File: src/rtl/ublm_pkg.sv
// Shared types and codes for the unaligned byte lane memory.
// No dependencies.
package ublm_pkg;

    localparam logic KIND_READ  = 1'b0;
    localparam logic KIND_WRITE = 1'b1;

    typedef enum logic [1:0] {
        ST_CLEAR,
        ST_IDLE,
        ST_EXEC
    } t_state;

    // per-lane placement of the eight bytes of one access
    typedef struct packed {
        logic [7:0]      hi_word;  // lane lands in the second word
        logic [7:0][2:0] offs;     // byte offset inside its word
    } t_lane_map;

endpackage

File: src/rtl/ublm_lane.sv
// Address forming: clamps the start and each lane address, finds the two words.
// Depends on ublm_pkg.
module ublm_lane #(
    parameter int MEM_WORDS = 512,
    localparam int WW = $clog2(MEM_WORDS)
) (
    input  logic [15:0]          i_byte_address,
    output logic [WW-1:0]        o_w0,
    output logic [WW-1:0]        o_w1,
    output ublm_pkg::t_lane_map  o_map
);

    localparam logic [16:0] LAST = 17'(8 * MEM_WORDS - 1);

    logic [16:0]   start;
    logic [WW-1:0] w0;

    assign start = ({1'b0, i_byte_address} > LAST) ? LAST : {1'b0, i_byte_address};
    assign w0    = start[WW+2:3];
    assign o_w0  = w0;
    assign o_w1  = (w0 == WW'(MEM_WORDS - 1)) ? '0 : w0 + 1'b1;

    for (genvar i = 0; i < 8; i++) begin : g_lane
        logic [16:0] sum;
        logic [16:0] wrapped;
        logic [16:0] addr;

        assign sum     = start + 17'(i);
        assign wrapped = {1'b0, sum[15:0]};
        assign addr    = (wrapped > LAST) ? LAST : wrapped;

        assign o_map.offs[i]    = addr[2:0];
        assign o_map.hi_word[i] = (addr[WW+2:3] != w0);
    end

endmodule

File: config.mk
export PLATFORM = sky130hd
export DESIGN_NAME = ublm_lane
export DESIGN_NICKNAME = d
export VERILOG_FILES = /design/src/rtl/ublm_pkg.sv /design/src/rtl/ublm_lane.sv
export SDC_FILE = /design/constraint.sdc
export NUM_CORES = 1
export LEC_CHECK = 0
export ABC_AREA = 1
export BUFFER_PORTS_ARGS = -buffer_cell sky130_fd_sc_hd__buf_2
export CORE_ASPECT_RATIO = 1.1
export CORE_MARGIN = 2
export CORE_UTILIZATION = 43
export DETAILED_ROUTE_END_ITERATION = 8
export PLACE_DENSITY_LB_ADDON = 0.05
export SLEW_MARGIN = 10
export SYNTH_ARGS = -nofsm -noshare
export SYNTH_HDL_FRONTEND = slang
export SYNTH_SLANG_ARGS = --single-unit
File: constraint.sdc
create_clock -name vclk -period 2.8
set_input_delay 0.56 -clock vclk [all_inputs]
set_output_delay 0.56 -clock vclk [all_outputs]
set_load 0.02 [all_outputs]
==> metrics <==
result of the run completed; peak fanout along the critical path 8; top cell type's share of synthesized area 0.211; Power Density 166 mW/mm^2; distinct cell type count of the synthesized netlist 27; final worst setup slack 169 ps; number of flip-flops and latches 0; area occupied by registers 0 sq um; largest voltage drop on the vdd net 0.000121 V; starting utilization of the core area 0.446; number of antenna violations at the first check in global routing 0; most repeated cell in the gate-level netlist after synthesis sky130_fd_sc_hd__nand2_1; kind of capture point of the worst setup path primary output; std cell rows 17; number of maximum-capacitance violations 0; required time of the critical path 2240 ps; achievable clock frequency 380 MHz; routed vias/inst 4.82; number of top-level pins 66; startpoint-to-endpoint class of the critical path in2out; share of total power in combinational logic 1.000; horizontal extent of the die 46.9 um; Min Hold Slack 1490 ps; slowest library cell on the worst path sky130_fd_sc_hd__nor2_2; Final Power 0.209 mW; Cells after Synth 163; quantity of hold-fixing buffers added after cts 0; Floorplan Core Area 0.00196 sq mm; cell type contributing the most total cell area after synthesis sky130_fd_sc_hd__nand2_1; fraction of power spent switching nets 0.665; largest stage delay on the critical path 220 ps; grt total ovfl 0; RSZ-0062 raised after global routing no; fraction of the cycle the final worst path needs 0.940; Power Internal 0.0700 mW; post-detailed-route count of antenna-violating nets 0; Die Y 51.2 um; DPL Wire Length 2400 um; total count of max-transition violations in the final report 0; final setup TNS 0 ps; final critical delay including setup and external delays 2630 ps; most frequent cells after synthesis sky130_fd_sc_hd__nand2_1 (49), sky130_fd_sc_hd__inv_1 (29), sky130_fd_sc_hd__nor2_1 (21); nets in the synthesized netlist 187; worst path cell trace buf_2, nor2_2, nand2_1, nor2_2, buf_4, inv_1, ha_1, a21oi_1, o21ai_0, nand2_1, inv_1, buf_2; Sequential Power Share 0; data arrival time of the critical path 2070 ps; fill cell instance count of the final layout 205; global-route wire length before repair 4320 um; first-iteration detailed-routing DRC count 36; post-synthesis cell area 872 sq um; net switching power 0.139 mW; post-synthesis sequential area ratio 0; placed cell areas 0.00125 sq mm; kind of start point of the critical path input pin; total die area 0.00240 sq mm; global-route usage over all layers 0.232; via count of the first global-routing pass 992; total number of vias 1254; clock network fraction of design power 0; number of search-and-repair iterations in the first detailed-routing pass 5; leak pwr 0.805 nW; sum of routed wire length over all layers 2850 um; gp weighted congestion 0.914; leading post-synthesis cells by cell area sky130_fd_sc_hd__nand2_1 (21%), sky130_fd_sc_hd__inv_1 (12%), sky130_fd_sc_hd__ha_1 (11%); Warnings, synthesis 0; post-route DRC violation count 0; finished layout cell area 0.00126 sq mm; number of nets in the layout 258; dpl ws 172 ps; largest net degree at the start of global routing 12; layout cell share with drive strength beyond 1 0.379; Finish-stage setup viols 0; Diodes inserted 0; clock buffers 0; per-cell routed wire length 11.0 um; syn_area_per_cell 5.35 sq um; path class of the lowest-slack min-delay path in2out; Area growth, synth to finish 44.5%; final hold viol count 0; Port Buf Inserts 65
[layout by cell type, fill, tap and decap left out, types with 2 or more instances in the layout]
master,netlist,final
sky130_fd_sc_hd__nand3_1,11,11
sky130_fd_sc_hd__o21ai_0,6,6
sky130_fd_sc_hd__nand3_2,3,3
sky130_fd_sc_hd__nand3b_4,2,2
sky130_fd_sc_hd__nor2_1,21,21
sky130_fd_sc_hd__buf_2,0,65
sky130_fd_sc_hd__nor2_2,5,4
sky130_fd_sc_hd__inv_1,29,29
sky130_fd_sc_hd__nand2_1,49,49
sky130_fd_sc_hd__nor2_4,1,2
sky130_fd_sc_hd__xor2_1,2,2
sky130_fd_sc_hd__nand3b_1,5,5
sky130_fd_sc_hd__ha_1,8,8
sky130_fd_sc_hd__nand4_1,2,2
sky130_fd_sc_hd__buf_4,1,7
sky130_fd_sc_hd__a21oi_1,5,5
[final timing paths]
path	startpoint	endpoint	cells past startpoint	slack [ps]
worst max-delay path	i_byte_address[15]	o_map[27]	12	170
worst min-delay path	i_byte_address[4]	o_w0[1]	4	1490
[layer usage]
layer / share of wire / vias to the layer above / track usage
met4: 0.0098 / 0 / 0.0278
met5: 0 / - / 0
li1: - / 649 / -
met1: 0.43 / 553 / 0.293
met2: 0.51 / 50 / 0.432
met3: 0.051 / 2 / 0.00707
[critical path, delay by kind of cell]
kind	cells	cell delay, ps
compound gates	2	210
fa+ha+maj	1	220
buf+inv	5	520
simple gates	4	550
[power groups by stage]
stage / registers (mW) / clock network (mW) / logic (mW)
after floorplan: 0 / 0 / 0.138
after global placement: 0 / 0 / 0.207
after detailed placement: 0 / 0 / 0.208
after CTS: 0 / 0 / 0.209
after global routing: 0 / 0 / 0.228
final: 0 / 0 / 0.209
[area by class of cell]
| cell class | count | area (sq um) | share of cell area |
|---|---|---|---|
| well taps | 28 | 35.0 | 0.0278 |
| repair buffers | 72 | 378 | 0.300 |
| multi-input cells | 130 | 734 | 0.583 |
| inverters | 30 | 113 | 0.0894 |
[cells by family (layout without fill, tap and decap cells)]
| group | count (synthesis) | after routing | synth area share |
|---|---|---|---|
| adder cells (fa/ha/maj) | 8 | 8 | 0.115 |
| AND/OR/NAND/NOR | 103 | 103 | 0.590 |
| buffers and inverters | 33 | 102 | 0.164 |
| AO/OA/AOI/OAI | 15 | 15 | 0.0976 |
| XOR/XNOR | 3 | 3 | 0.0301 |
| other | 1 | 1 | 0.00430 |
[metrics by stage]
step / cells / util
6_report: 260 / 0.644
5_1_grt: 260 / 0.644
4_1_cts: 260 / 0.641
3_5_place_dp: 260 / 0.641
3_3_place_gp: 260 / 0.641
2_1_floorplan: 163 / -
[what timing repair did]
action                                  in CTS  in global routing
resized for setup                            0                  1
buffers inserted                             0                  0
endpoints found under the setup margin       0                  4
(Power assumes the default switching activity.)
